[config.mk]
export PLATFORM = sky130hd
export DESIGN_NAME = masked_byte_pattern_scanner_unit
export DESIGN_NICKNAME = d
export VERILOG_FILES = /design/src/sv/mbps_pkg.sv /design/src/sv/masked_byte_pattern_scanner_unit.sv /design/src/sv/mbps_cell.sv /design/src/sv/mbps_ctrl.sv
export SDC_FILE = /design/constraint.sdc
export NUM_CORES = 2
export LEC_CHECK = 0
export ABC_AREA = 1
export BUFFER_PORTS_ARGS = -buffer_cell sky130_fd_sc_hd__buf_2
export CORE_ASPECT_RATIO = 0.8
export CORE_MARGIN = 2
export CORE_UTILIZATION = 50
export DETAILED_ROUTE_END_ITERATION = 16
export PLACE_DENSITY = 0.69
export RECOVER_POWER = 25
export SYNTH_ARGS = -nofsm -noshare
export SYNTH_HDL_FRONTEND = slang
export SYNTH_SLANG_ARGS = --single-unit
[constraint.sdc]
create_clock -name clk -period 9.05 [get_ports clk]
set_input_delay 0.905 -clock clk [delete_from_list [all_inputs] [get_ports clk]]
set_output_delay 0.905 -clock clk [all_outputs]
set_load 0.02 [all_outputs]
[src/sv/mbps_pkg.sv]
`timescale 1ns / 1ps

package mbps_pkg;

  // Window depth in bytes; the chain has one cell per window position
  localparam int PATTERN_MAX = 32;
  localparam int WIN_IDX_W   = $clog2(PATTERN_MAX);
  localparam int WIN_BITS    = 8 * PATTERN_MAX;

  // Pattern storage is fixed by the four 64-bit pattern words
  localparam int PAT_WORDS   = 4;
  localparam int PAT_BYTES   = 32;
  localparam int PAT_BITS    = 8 * PAT_BYTES;

  // Offset counter and result field widths
  localparam int OFFSET_BITS = 32;
  localparam int OFF_W       = 32;
  localparam int TGT_W       = 34;
  localparam int LEN_W       = 6;
  localparam int LEFT_W      = 3;
  localparam int DISP_W      = 32;

  // Relative call / jump opcodes and the length of that instruction
  localparam logic [7:0]       OP_CALL_REL = 8'hE8;
  localparam logic [7:0]       OP_JMP_REL  = 8'hE9;
  localparam logic [LEN_W-1:0] BR_INSN_LEN = LEN_W'(5);

  // Configuration register indexes
  typedef enum logic [2:0] {
    REG_PAT0   = 3'd0,
    REG_PAT1   = 3'd1,
    REG_PAT2   = 3'd2,
    REG_PAT3   = 3'd3,
    REG_CARE   = 3'd4,
    REG_LEN    = 3'd5,
    REG_FOLLOW = 3'd6
  } cfg_reg_t;

  // Window compare summary handed from the cell row to the control
  typedef struct packed {
    logic              hit;
    logic [7:0]        first_byte;
    logic [DISP_W-1:0] disp_at_hit;
    logic [DISP_W-1:0] disp_tail;
  } scan_t;

endpackage

[src/sv/masked_byte_pattern_scanner_unit.sv]
`timescale 1ns / 1ps

// Channel   Direction  Handshake           Payload
// in_       to block   in_valid/in_stall   in_data_byte, in_last_byte
// out_      from block out_valid/out_stall out_found, out_match_offset,
//                                          out_is_branch, out_target_offset,
//                                          out_target_valid
// cfg_      to block   cfg_valid/cfg_ready cfg_index, cfg_data
//
// One byte per clock while in_stall is low: each request is compared against
// the whole window in the cycle it is accepted; a result it completes lands in
// the output register at the next edge; the cell row and compare set the rate.
// Reset (rst_n low, synchronous) clears the window fill, region state,
// output valid and all configuration registers.
// in_stall rises only while a result waits in the output register and the
// sink stalls; cfg_ready is always high.
module masked_byte_pattern_scanner_unit import mbps_pkg::*; (
  input  logic                    clk,
  input  logic                    rst_n,
  input  logic                    in_valid,
  output logic                    in_stall,
  input  logic [7:0]              in_data_byte,
  input  logic                    in_last_byte,
  output logic                    out_valid,
  input  logic                    out_stall,
  output logic                    out_found,
  output logic [OFF_W-1:0]        out_match_offset,
  output logic                    out_is_branch,
  output logic signed [TGT_W-1:0] out_target_offset,
  output logic                    out_target_valid,
  input  logic                    cfg_valid,
  output logic                    cfg_ready,
  input  logic [2:0]              cfg_index,
  input  logic [63:0]             cfg_data
);

  logic [PAT_WORDS-1:0][63:0] pat_r;
  logic [PAT_BYTES-1:0]       care_r;
  logic [LEN_W-1:0]           len_r;
  logic                       follow_r;

  logic                       step;
  logic [PAT_BITS-1:0]        pat_flat, pat_rev, pat_al;
  logic [PAT_BYTES-1:0]       care_rev, care_al, use_al;
  logic [LEN_W-1:0]           al_sh;
  logic                       len_ok;

  logic [PATTERN_MAX-1:0][7:0] win_q, win_nxt;
  logic [PATTERN_MAX-1:0]      vld_q, vld_nxt, ok_v;
  logic [WIN_IDX_W-1:0]        first_idx, disp_idx;
  logic [WIN_BITS-1:0]         win_flat;
  logic [DISP_W-1:0]           disp_chunk, tail_chunk;
  scan_t                       scan;

  assign step      = in_valid && !in_stall;
  assign cfg_ready = 1'b1;

  // Configuration registers
  always_ff @(posedge clk) begin
    if (!rst_n) begin
      pat_r    <= '0;
      care_r   <= '0;
      len_r    <= '0;
      follow_r <= 1'b0;
    end else if (cfg_valid && cfg_ready) begin
      case (cfg_index)
        REG_PAT0:   pat_r[0] <= cfg_data;
        REG_PAT1:   pat_r[1] <= cfg_data;
        REG_PAT2:   pat_r[2] <= cfg_data;
        REG_PAT3:   pat_r[3] <= cfg_data;
        REG_CARE:   care_r   <= cfg_data[PAT_BYTES-1:0];
        REG_LEN:    len_r    <= cfg_data[LEN_W-1:0];
        REG_FOLLOW: follow_r <= cfg_data[0];
        default:    ;
      endcase
    end
  end

  // Reverse the pattern so that a right shift aligns byte len-1-p to cell p
  assign pat_flat = pat_r;
  always_comb begin
    for (int k = 0; k < PAT_BYTES; k++) begin
      pat_rev[8*k +: 8] = pat_flat[8*(PAT_BYTES-1-k) +: 8];
      care_rev[k]       = care_r[PAT_BYTES-1-k];
    end
  end

  assign al_sh   = LEN_W'(PAT_BYTES) - len_r;
  assign pat_al  = pat_rev >> {al_sh, 3'b000};
  assign care_al = care_rev >> al_sh;
  assign use_al  = {PAT_BYTES{1'b1}} >> al_sh;
  assign len_ok  = (len_r != '0) && (len_r <= LEN_W'(PAT_BYTES))
                && (32'(len_r) <= 32'(PATTERN_MAX));

  // Cell row: position 0 takes the incoming byte
  for (genvar p = 0; p < PATTERN_MAX; p++) begin : g_cell
    logic [7:0] c_pat;
    logic       c_care, c_use;

    if (p == 0) begin : g_head
      assign win_nxt[p] = in_data_byte;
      assign vld_nxt[p] = 1'b1;
    end else begin : g_body
      assign win_nxt[p] = win_q[p-1];
      assign vld_nxt[p] = vld_q[p-1];
    end

    if (p < PAT_BYTES) begin : g_pat
      assign c_pat  = pat_al[8*p +: 8];
      assign c_care = care_al[p];
      assign c_use  = use_al[p];
    end else begin : g_nopat
      assign c_pat  = '0;
      assign c_care = 1'b0;
      assign c_use  = 1'b0;
    end

    mbps_cell u_cell (
      .clk      (clk),
      .rst_n    (rst_n),
      .step     (step),
      .clr      (in_last_byte),
      .data_in  (win_nxt[p]),
      .vld_in   (vld_nxt[p]),
      .pat_in   (c_pat),
      .care_in  (c_care),
      .use_in   (c_use),
      .data_out (win_q[p]),
      .vld_out  (vld_q[p]),
      .ok       (ok_v[p])
    );
  end

  // Pick the hit's first byte and the displacement bytes out of the window
  assign win_flat   = win_nxt;
  assign first_idx  = WIN_IDX_W'(len_r - LEN_W'(1));
  assign disp_idx   = (len_r >= BR_INSN_LEN) ? WIN_IDX_W'(len_r - BR_INSN_LEN) : '0;
  assign disp_chunk = DISP_W'(win_flat >> {disp_idx, 3'b000});
  assign tail_chunk = win_flat[DISP_W-1:0];

  always_comb begin
    scan.hit         = len_ok && vld_nxt[first_idx] && (&ok_v);
    scan.first_byte  = 8'(win_flat >> {first_idx, 3'b000});
    // Older bytes sit at higher positions: byte-reverse for little-endian
    scan.disp_at_hit = {disp_chunk[7:0], disp_chunk[15:8],
                        disp_chunk[23:16], disp_chunk[31:24]};
    scan.disp_tail   = {tail_chunk[7:0], tail_chunk[15:8],
                        tail_chunk[23:16], tail_chunk[31:24]};
  end

  mbps_ctrl u_ctrl (
    .clk               (clk),
    .rst_n             (rst_n),
    .step              (step),
    .last              (in_last_byte),
    .scan              (scan),
    .len               (len_r),
    .follow            (follow_r),
    .out_stall         (out_stall),
    .in_stall          (in_stall),
    .out_valid         (out_valid),
    .out_found         (out_found),
    .out_match_offset  (out_match_offset),
    .out_is_branch     (out_is_branch),
    .out_target_offset (out_target_offset),
    .out_target_valid  (out_target_valid)
  );

endmodule

[src/sv/mbps_cell.sv]
`timescale 1ns / 1ps

// One window position: holds a byte and its valid flag, passes both on
// to the next position on every accepted request, and compares the byte
// it is about to hold with its aligned pattern byte.
module mbps_cell import mbps_pkg::*; (
  input  logic       clk,
  input  logic       rst_n,
  input  logic       step,
  input  logic       clr,
  input  logic [7:0] data_in,
  input  logic       vld_in,
  input  logic [7:0] pat_in,
  input  logic       care_in,
  input  logic       use_in,
  output logic [7:0] data_out,
  output logic       vld_out,
  output logic       ok
);

  logic [7:0] data_r;
  logic       vld_r;

  // Shift the byte along the chain
  always_ff @(posedge clk) begin
    if (step) begin
      data_r <= data_in;
    end
  end

  // Track fill; drop it at the end of a region
  always_ff @(posedge clk) begin
    if (!rst_n) begin
      vld_r <= 1'b0;
    end else if (step) begin
      vld_r <= clr ? 1'b0 : vld_in;
    end
  end

  // Position outside the pattern or wildcard always passes
  assign ok       = !use_in || !care_in || (data_in == pat_in);
  assign data_out = data_r;
  assign vld_out  = vld_r;

endmodule

[src/sv/mbps_ctrl.sv]
`timescale 1ns / 1ps

// Region control: offset counter, first-hit latch, displacement wait
// and the result output register.
module mbps_ctrl import mbps_pkg::*; (
  input  logic                   clk,
  input  logic                   rst_n,
  input  logic                   step,
  input  logic                   last,
  input  scan_t                  scan,
  input  logic [LEN_W-1:0]       len,
  input  logic                   follow,
  input  logic                   out_stall,
  output logic                   in_stall,
  output logic                   out_valid,
  output logic                   out_found,
  output logic [OFF_W-1:0]       out_match_offset,
  output logic                   out_is_branch,
  output logic signed [TGT_W-1:0] out_target_offset,
  output logic                   out_target_valid
);

  logic [OFFSET_BITS-1:0] cnt_r, cnt_nxt, cnt_inc;
  logic                   given_r, given_nxt;
  logic                   await_r, await_nxt;
  logic [OFF_W-1:0]       held_r, held_nxt;
  logic [LEFT_W-1:0]      left_r, left_nxt, left_dec, left_hit;
  logic [OFF_W-1:0]       off;
  logic                   br_byte;
  logic [OFF_W-1:0]       tgt_base;
  logic [DISP_W-1:0]      tgt_disp;
  logic [TGT_W-1:0]       tgt_sum;

  logic                   emit;
  logic                   e_found, e_branch, e_tvalid, e_resolve;
  logic [OFF_W-1:0]       e_off;

  logic                   out_valid_r;
  logic                   found_r, branch_r, tvalid_r;
  logic [OFF_W-1:0]       moff_r;
  logic [TGT_W-1:0]       tgt_r;

  // Saturating byte count and start offset of the current window
  always_comb begin
    cnt_inc = (cnt_r == '1) ? cnt_r : cnt_r + OFFSET_BITS'(1);
    off     = OFF_W'(cnt_inc - OFFSET_BITS'(len));
    br_byte = (scan.first_byte == OP_CALL_REL) || (scan.first_byte == OP_JMP_REL);
    left_dec = (left_r != '0) ? left_r - LEFT_W'(1) : left_r;
    left_hit = (len >= BR_INSN_LEN) ? '0 : LEFT_W'(BR_INSN_LEN - len);
  end

  // One adder serves both the hit and the delayed displacement
  always_comb begin
    tgt_base = await_r ? held_r : off;
    tgt_disp = await_r ? scan.disp_tail : scan.disp_at_hit;
    tgt_sum  = TGT_W'(tgt_base) + TGT_W'(BR_INSN_LEN)
             + {{(TGT_W-DISP_W){tgt_disp[DISP_W-1]}}, tgt_disp};
  end

  // Region state and result selection
  always_comb begin
    cnt_nxt   = cnt_r;
    given_nxt = given_r;
    await_nxt = await_r;
    held_nxt  = held_r;
    left_nxt  = left_r;
    emit      = 1'b0;
    e_found   = 1'b0;
    e_off     = '0;
    e_branch  = 1'b0;
    e_resolve = 1'b0;
    e_tvalid  = 1'b0;
    if (step) begin
      cnt_nxt = cnt_inc;
      if (await_r) begin
        left_nxt = left_dec;
        if (left_dec == '0) begin
          emit      = 1'b1;
          e_found   = 1'b1;
          e_off     = held_r;
          e_branch  = 1'b1;
          e_resolve = 1'b1;
          e_tvalid  = 1'b1;
          await_nxt = 1'b0;
        end else if (last) begin
          emit     = 1'b1;
          e_found  = 1'b1;
          e_off    = held_r;
          e_branch = 1'b1;
        end
      end else if (!given_r) begin
        if (scan.hit) begin
          given_nxt = 1'b1;
          if (follow && br_byte) begin
            if (left_hit == '0) begin
              emit      = 1'b1;
              e_found   = 1'b1;
              e_off     = off;
              e_branch  = 1'b1;
              e_resolve = 1'b1;
              e_tvalid  = 1'b1;
            end else if (last) begin
              emit     = 1'b1;
              e_found  = 1'b1;
              e_off    = off;
              e_branch = 1'b1;
            end else begin
              await_nxt = 1'b1;
              held_nxt  = off;
              left_nxt  = left_hit;
            end
          end else begin
            emit     = 1'b1;
            e_found  = 1'b1;
            e_off    = off;
            e_tvalid = 1'b1;
          end
        end else if (last) begin
          emit = 1'b1;
        end
      end
      // Restart the region after its final byte
      if (last) begin
        cnt_nxt   = '0;
        given_nxt = 1'b0;
        await_nxt = 1'b0;
        held_nxt  = '0;
        left_nxt  = '0;
      end
    end
  end

  always_ff @(posedge clk) begin
    if (!rst_n) begin
      cnt_r   <= '0;
      given_r <= 1'b0;
      await_r <= 1'b0;
      held_r  <= '0;
      left_r  <= '0;
    end else begin
      cnt_r   <= cnt_nxt;
      given_r <= given_nxt;
      await_r <= await_nxt;
      held_r  <= held_nxt;
      left_r  <= left_nxt;
    end
  end

  // Output register: load a result, drop valid once it is taken
  always_ff @(posedge clk) begin
    if (!rst_n) begin
      out_valid_r <= 1'b0;
    end else if (step && emit) begin
      out_valid_r <= 1'b1;
    end else if (!out_stall) begin
      out_valid_r <= 1'b0;
    end
  end

  always_ff @(posedge clk) begin
    if (step && emit) begin
      found_r  <= e_found;
      moff_r   <= e_off;
      branch_r <= e_branch;
      tvalid_r <= e_tvalid;
      tgt_r    <= e_resolve ? tgt_sum : TGT_W'(e_off);
    end
  end

  assign in_stall          = out_valid_r && out_stall;
  assign out_valid         = out_valid_r;
  assign out_found         = found_r;
  assign out_match_offset  = moff_r;
  assign out_is_branch     = branch_r;
  assign out_target_offset = $signed(tgt_r);
  assign out_target_valid  = tvalid_r;

  a_await_given: assert property (@(posedge clk) disable iff (!rst_n)
    await_r |-> given_r)
    else $error("displacement wait without a recorded hit");

  a_await_left: assert property (@(posedge clk) disable iff (!rst_n)
    await_r |-> (left_r != '0) && (left_r <= LEFT_W'(4)))
    else $error("displacement byte count out of range");

  a_region_clear: assert property (@(posedge clk) disable iff (!rst_n)
    (step && last) |=> (!await_r && !given_r && cnt_r == '0))
    else $error("region state not cleared after final byte");

  a_hit_latch: assert property (@(posedge clk) disable iff (!rst_n)
    (step && !last && scan.hit && !given_r) |=> given_r)
    else $error("first hit not latched");

endmodule

Yosys cells after proc, flatten, opt, wreduce, memory -nomap -nowiden:

Index checks and enable logic that the tools add are counted.

* bits in latches: 0
* RAM bits: 0
* bits in read-only memories: 0
* memories kept: 0
* flip-flop bits (word level): 713

* $add $sub $neg: 9
* reductions and logical operators: 158
* shifts and indexed selects: 5
* div/mod/pow operators: 0
* multiply operators: 0
* equality and inequality tests: 47
* multiplexer cells: 101
* bitwise operators: 0
* $lt $le $gt $ge: 4

Operators with widths (count)
* $mux W32: 20
* $eq A8 B8 Y1: 32
* $shr A256 B8 Y32: 1
* $shr A256 B8 Y8: 1
* $shr A256 B9 Y256: 1
* $mux W1: 71
* $logic_not A1 Y1: 65
* $logic_or A1 B1 Y1: 65
* $add A33 B34 Y34: 1
* $add A32 B3 Y33 const B: 1
* $add A32 B1 Y32 const B: 1
* $eq A32 B32 Y1 const B: 1
* $reduce_and A32 Y1: 1
* $shr A32 B6 Y32: 1
* $shr A32 B6 Y32 const A: 1
* $sub A32 B6 Y32: 1
* $mux W3: 8
* $eq A8 B8 Y1 const B: 2
* $reduce_and A2 Y1: 8
* $le A6 B6 Y1 const B: 2
* $eq A3 B3 Y1 const B: 3
* $logic_not A3 Y1: 3
* $reduce_bool A3 Y1: 3
* $logic_and A1 B1 Y1: 8
* other kinds (19): 23

Logic depth before layout (Yosys ltp):

* depth after elaboration: 13
* depth in mapped cells: 47

Modules after synthesis:

Synthesis repeated with hierarchy kept, for this count alone.

* cell total of the unflattened synthesis: 10188
* area, all modules: 59834.9 sq um

Modules (own cells, without submodules)
* masked_byte_pattern_scanner_unit: cells each 7029, sequential area each 5905.7 sq um, instances 1, area each 35281.3 sq um
* mbps_cell: cells each 47, sequential area each 260.2 sq um, instances 32, area each 425.4 sq um
* mbps_ctrl: cells each 1655, sequential area each 3473.3 sq um, instances 1, area each 10940.5 sq um

Worst setup path after synthesis:

OpenSTA, ideal clock, no wires.

* kind: input-to-reg
* start: in out_stall
* end: reg g_cell[0].u_cell.data_r[0] (enable)
* stages on the path: 5
* path slack: -94 ps
* arrival time: 8436 ps
* buffers on the path: 2
* required time: 8342 ps
* setup time: 708 ps
* path through: nand2_1 nand2_1 clkinv_1 clkbuf_1 buf_1

* cells in the longest elaborated chain, start to end: 3

Ends and longest elaborated chain
* start: declaration: RTL line masked_byte_pattern_scanner_unit.sv:25 `input logic out_stall,`
* $logic_and A1 B1 Y1: RTL line mbps_ctrl.sv:170 `assign in_stall = out_valid_r && out_stall;`
* $logic_not A1 Y1: RTL line masked_byte_pattern_scanner_unit.sv:55 `assign step = in_valid && !in_stall;`
* $logic_and A1 B1 Y1: RTL line masked_byte_pattern_scanner_unit.sv:55
* named net g_cell[0].u_cell.step: RTL line mbps_cell.sv:9 `input logic step,`
* end signal: assignment: RTL line mbps_cell.sv:27 `data_r <= data_in;`
* end: declaration: RTL line mbps_cell.sv:21 `logic [7:0] data_r;`

The timed path passes the listed nets, and every way through them passes these cells.
A chain may end at the register's enable or synchronous reset.

Worst setup path in the final report:

* start: reg u_ctrl.cnt_r[1]
* end: reg u_ctrl.tgt_r[27], in the netlist u_ctrl.out_target_offset[27] (data pin)

* cells in the longest elaborated chain, start to end: 11

Ends and longest elaborated chain
* start: declaration: RTL line mbps_ctrl.sv:23 `logic [OFFSET_BITS-1:0] cnt_r, cnt_nxt, cnt_inc;`
* start signal: assignment: RTL line mbps_ctrl.sv:141 `cnt_r <= cnt_nxt;`
* $add A32 B1 Y32 / $eq A32 B32 Y1 (equally long branches): RTL line mbps_ctrl.sv:45 `cnt_inc = (cnt_r == '1) ? cnt_r : cnt_r + OFFSET_BITS'(1);`
* $mux W32 *: RTL line mbps_ctrl.sv:45
* $sub A32 B6 Y32 *: RTL line mbps_ctrl.sv:46 `off = OFF_W'(cnt_inc - OFFSET_BITS'(len));`
* branches (longest 7 deep; another with $add A33 B34 Y34)
* $mux W32 *: RTL line mbps_ctrl.sv:166 `tgt_r <= e_resolve ? tgt_sum : TGT_W'(e_off);`
* end signal: assignment: RTL line mbps_ctrl.sv:166
* end: declaration: RTL line mbps_ctrl.sv:41 `logic [TGT_W-1:0] tgt_r;`

Mark *: on every way between the ends.

==> impl_metrics.csv <==
group,metric,value,unit
status,status,"complete, but fails checks",
status,violations,"max-capacitance violations, max-slew violations",
clock_tree,cts.clk_slew.worst_paths,0.07,ns
timing,tightest_slew,4.05,ns
route,postRouteAntennaNets,0,
timing,fmax,0.130,GHz
worst_setup_path,arrival,8.16,ns
floorplanning,die_x,382,um
hold_path,min_path_type,"flip-flop to flip-flop",
logic_synthesis,ys_types,56,
final_layout,fin_nets,9234,
worst_setup_path,critical_path_class,"flip-flop to flip-flop",
route,drt-pass1-iter-count,10,
job,maxCapViolCount,1,
clock_tree,clk-insertion-delay-late,0.73,ns
logic_synthesis,syn-cell-area,57200,um2
floorplanning,die_height,307,um
timing,max_slew_margin,-1.70,
pwr,power.total,11300,uW
floorplanning,start_util,0.506,
route,wirelength,290,mm
worst_setup_path,cp_slowest_cell,"o21ai_0",
route,met3_length,41.9,mm
route,num_vias,68972,
global_routing,grt.total_usage,0.481,
floorplanning,rows,110,
timing,skew,0.0356,ns
worst_setup_path,critical_path.max_fanout,40,
logic_synthesis,ys_ff_latch,713,
global_routing,overflow,0,
pwr,p_leak,0.0274,uW
clock_tree,clock-sinks,713,
logic_synthesis,async_flop_share,0,
clock_tree,clockBufferDepth,3,
logic_synthesis,netlist_instances,9365,
timing,post-route-min-period,7.70,ns
final_layout,area_growth,7.19,%
floorplanning,core_area,113000,um2
global_routing,grt_pass1_wl,418,mm
route,routedWlPerCell,27.2,um
global_routing,grt_pass1_vias,61154,
worst_setup_path,worst_setup_path_start_kind,"flip-flop",
floorplanning,ios,153,
clock_tree,ctsResizeCount,0,
logic_synthesis,synth_warnings,0,
logic_synthesis,synth_flop_cell,"dfxtp_1",
route,drt_iter0_drc,12455,
pwr,powerDensity,184,nW/um2
clock_tree,clockRootBuffer,"clkbuf_16",
route,wl_met1,108,mm
route,routed_via_density,6.47,
placed_design,place_area,58400,um2
final_layout,fin_util,0.543,
final_layout,fin_area,61300,um2
worst_setup_path,crit_top_cell,"nand2_1",
logic_synthesis,yosysSeqAreaShare,0.305,
final_layout,ff_latch_area,17500,um2
clock_tree,htreeDepth,3,
global_routing,grt_start_max_net_pins,193,
clock_tree,cts_hold_buf,0,
timing,hold_viol,0,
floorplanning,dieArea,117000,um2
timing,setup_viol,0,
timing,period_share,0.851,
final_layout,fill_cells,11495,
route,drc,0,
clock_tree,cts_buffers,82,
clock_tree,tritoncts,"built",
logic_synthesis,synth_enable_flop_cells,317,
final_layout,drive_gt1_frac,0.0529,
pwr,irDropWorstVdd,0.000165,V
route,top_layer,"met5",
worst_setup_path,end_kind,"flip-flop",
placed_design,place_congestion,1.15,
final_layout,multi_input_area,35000,um2
worst_setup_path,reg2reg_setup_slack,1.35,ns
worst_setup_path,critPathMaxStageDelay,1.02,ns
logic_synthesis,synthesis.nets,9530,
placed_design,dpl.hpwl,215,mm
timing,tns,0,ns
placed_design,io_buffers,151,
global_routing,antenna_found_initial,36,
timing,maxSlewViolCount,108,
clock_tree,cts_setup_buffers,0,
route,wl_met2,119,mm
worst_setup_path,worstPathRequired,9.51,ns
logic_synthesis,synth_area_per_cell,6.11,um2
timing,rsz0062_at_grt,"false",
==> cells in the final DEF (no fill, tap or decap), types with 141 or more instances in the layout <==
| cell | instances |
|---|---|
| nand3_1 | 1670 |
| o21ai_0 | 904 |
| buf_2 | 141 |
| edfxtp_1 | 317 |
| nand2_1 | 2982 |
| a21oi_1 | 390 |
| dfxtp_1 | 394 |
| nand4_1 | 152 |
| inv_1 | 529 |
| nor2_1 | 756 |
==> Yosys cell counts, types with 7 or more instances <==
cell type	count	share of area
o211ai_1	88	0.012
xnor2_1	31	0.0047
nand3b_1	18	0.0024
buf_2	224	0.020
nor2_1	769	0.050
xor2_1	101	0.015
o311ai_0	14	0.0021
o21bai_1	8	0.0011
nand4_1	152	0.017
o221a_2	9	0.0018
nand2_1	2984	0.20
buf_1	61	0.0040
a21oi_1	390	0.034
mux2i_1	7	0.0012
inv_1	534	0.035
o21ai_0	904	0.079
dfxtp_1	396	0.14
nand3_1	1671	0.15
a211oi_1	11	0.0014
o21ai_1	15	0.0013
o31ai_1	16	0.0021
nor3_1	35	0.0031
o22ai_1	20	0.0022
or2_2	12	0.0013
a31oi_1	14	0.0015
ha_1	82	0.018
inv_2	12	0.00079
edfxtp_1	317	0.17
o2111ai_1	34	0.0052
clkbuf_1	328	0.022
buf_4	30	0.0039
==> flip-flops by register name, indices dropped and copies added (netlist names), 3 cells and up <==
name	flops
pat_flat	256
g_cell.u_cell.data_out	248
u_ctrl.out_target_offset	34
care_r	32
u_ctrl.cnt_r	32
u_ctrl.held_r	32
u_ctrl.out_match_offset	32
g_cell.u_cell.vld_out	31
len_r	6
u_ctrl.left_r	3
==> per-layer routing <==
metal	vias to the layer above	track usage
li1	30896	-
met1	31959	0.621
met2	5103	0.705
met3	984	0.155
met4	30	0.277
met5	-	0
==> stage by stage <==
stage / cells / hold WS [ns] / setup WS, ns
3_5_place_dp: 10497 / 0.432 / 1.79
4_1_cts: 10650 / 0.405 / 1.76
6_report: 10665 / 0.452 / 1.35
2_1_floorplan: 9365 / 0.420 / 0.609
5_1_grt: 10651 / 0.463 / 0.753
3_3_place_gp: 10497 / 0.428 / 1.89
==> report_power, final <==
| group | internal [uW] | total [uW] | switching [uW] |
|---|---|---|---|
| Clock | 2120 | 3750 | 1630 |
| Sequential | 3530 | 3740 | 215 |
| Combinational | 960 | 3790 | 2830 |
| Total | 6610 | 11300 | 4670 |
==> area by class of cell <==
type                    count  share of cell area
diodes                     15            0.000612
well taps                1512              0.0309
multi-input cells        7453               0.570
clock inverters            48             0.00933
inverters                 551              0.0345
flip-flops and latches    713               0.285
repair buffers            268              0.0310
clock buffers             105              0.0388
==> worst max-delay path: cells and delay by family (launching register included) <==
| kind | cells | cell delay, ns |
|---|---|---|
| xor+xnor | 2 | 0.48 |
| buf+inv | 4 | 0.63 |
| flops | 1 | 0.42 |
| compound gates | 8 | 2.31 |
| fa+ha+maj | 4 | 1.34 |
| simple gates | 13 | 2.25 |
==> path summary, 6_finish.rpt <==
path,from,to,cells after the start
max reg2reg,u_ctrl.cnt_r[1],u_ctrl.out_target_offset[27],31
min reg2reg,g_cell[29].u_cell.data_out[2],g_cell[30].u_cell.data_out[2],0
min,g_cell[29].u_cell.data_out[2],g_cell[30].u_cell.data_out[2],0
max,u_ctrl.cnt_r[1],u_ctrl.out_target_offset[27],31
==> logic make-up (layout without fill, tap and decap cells) <==
family          after synthesis  in the layout  share of synthesized area
simple gates               5672           5672                      0.420
compound gates             1557           1557                      0.149
buf+inv                    1199            972                     0.0863
flops                       713            713                      0.305
xor+xnor                    132            132                     0.0202
fa+ha+maj                    84             84                     0.0186
mux                           7              7                    0.00123
other cells                   1             16                  0.0000656
(Power assumes the default switching activity.)
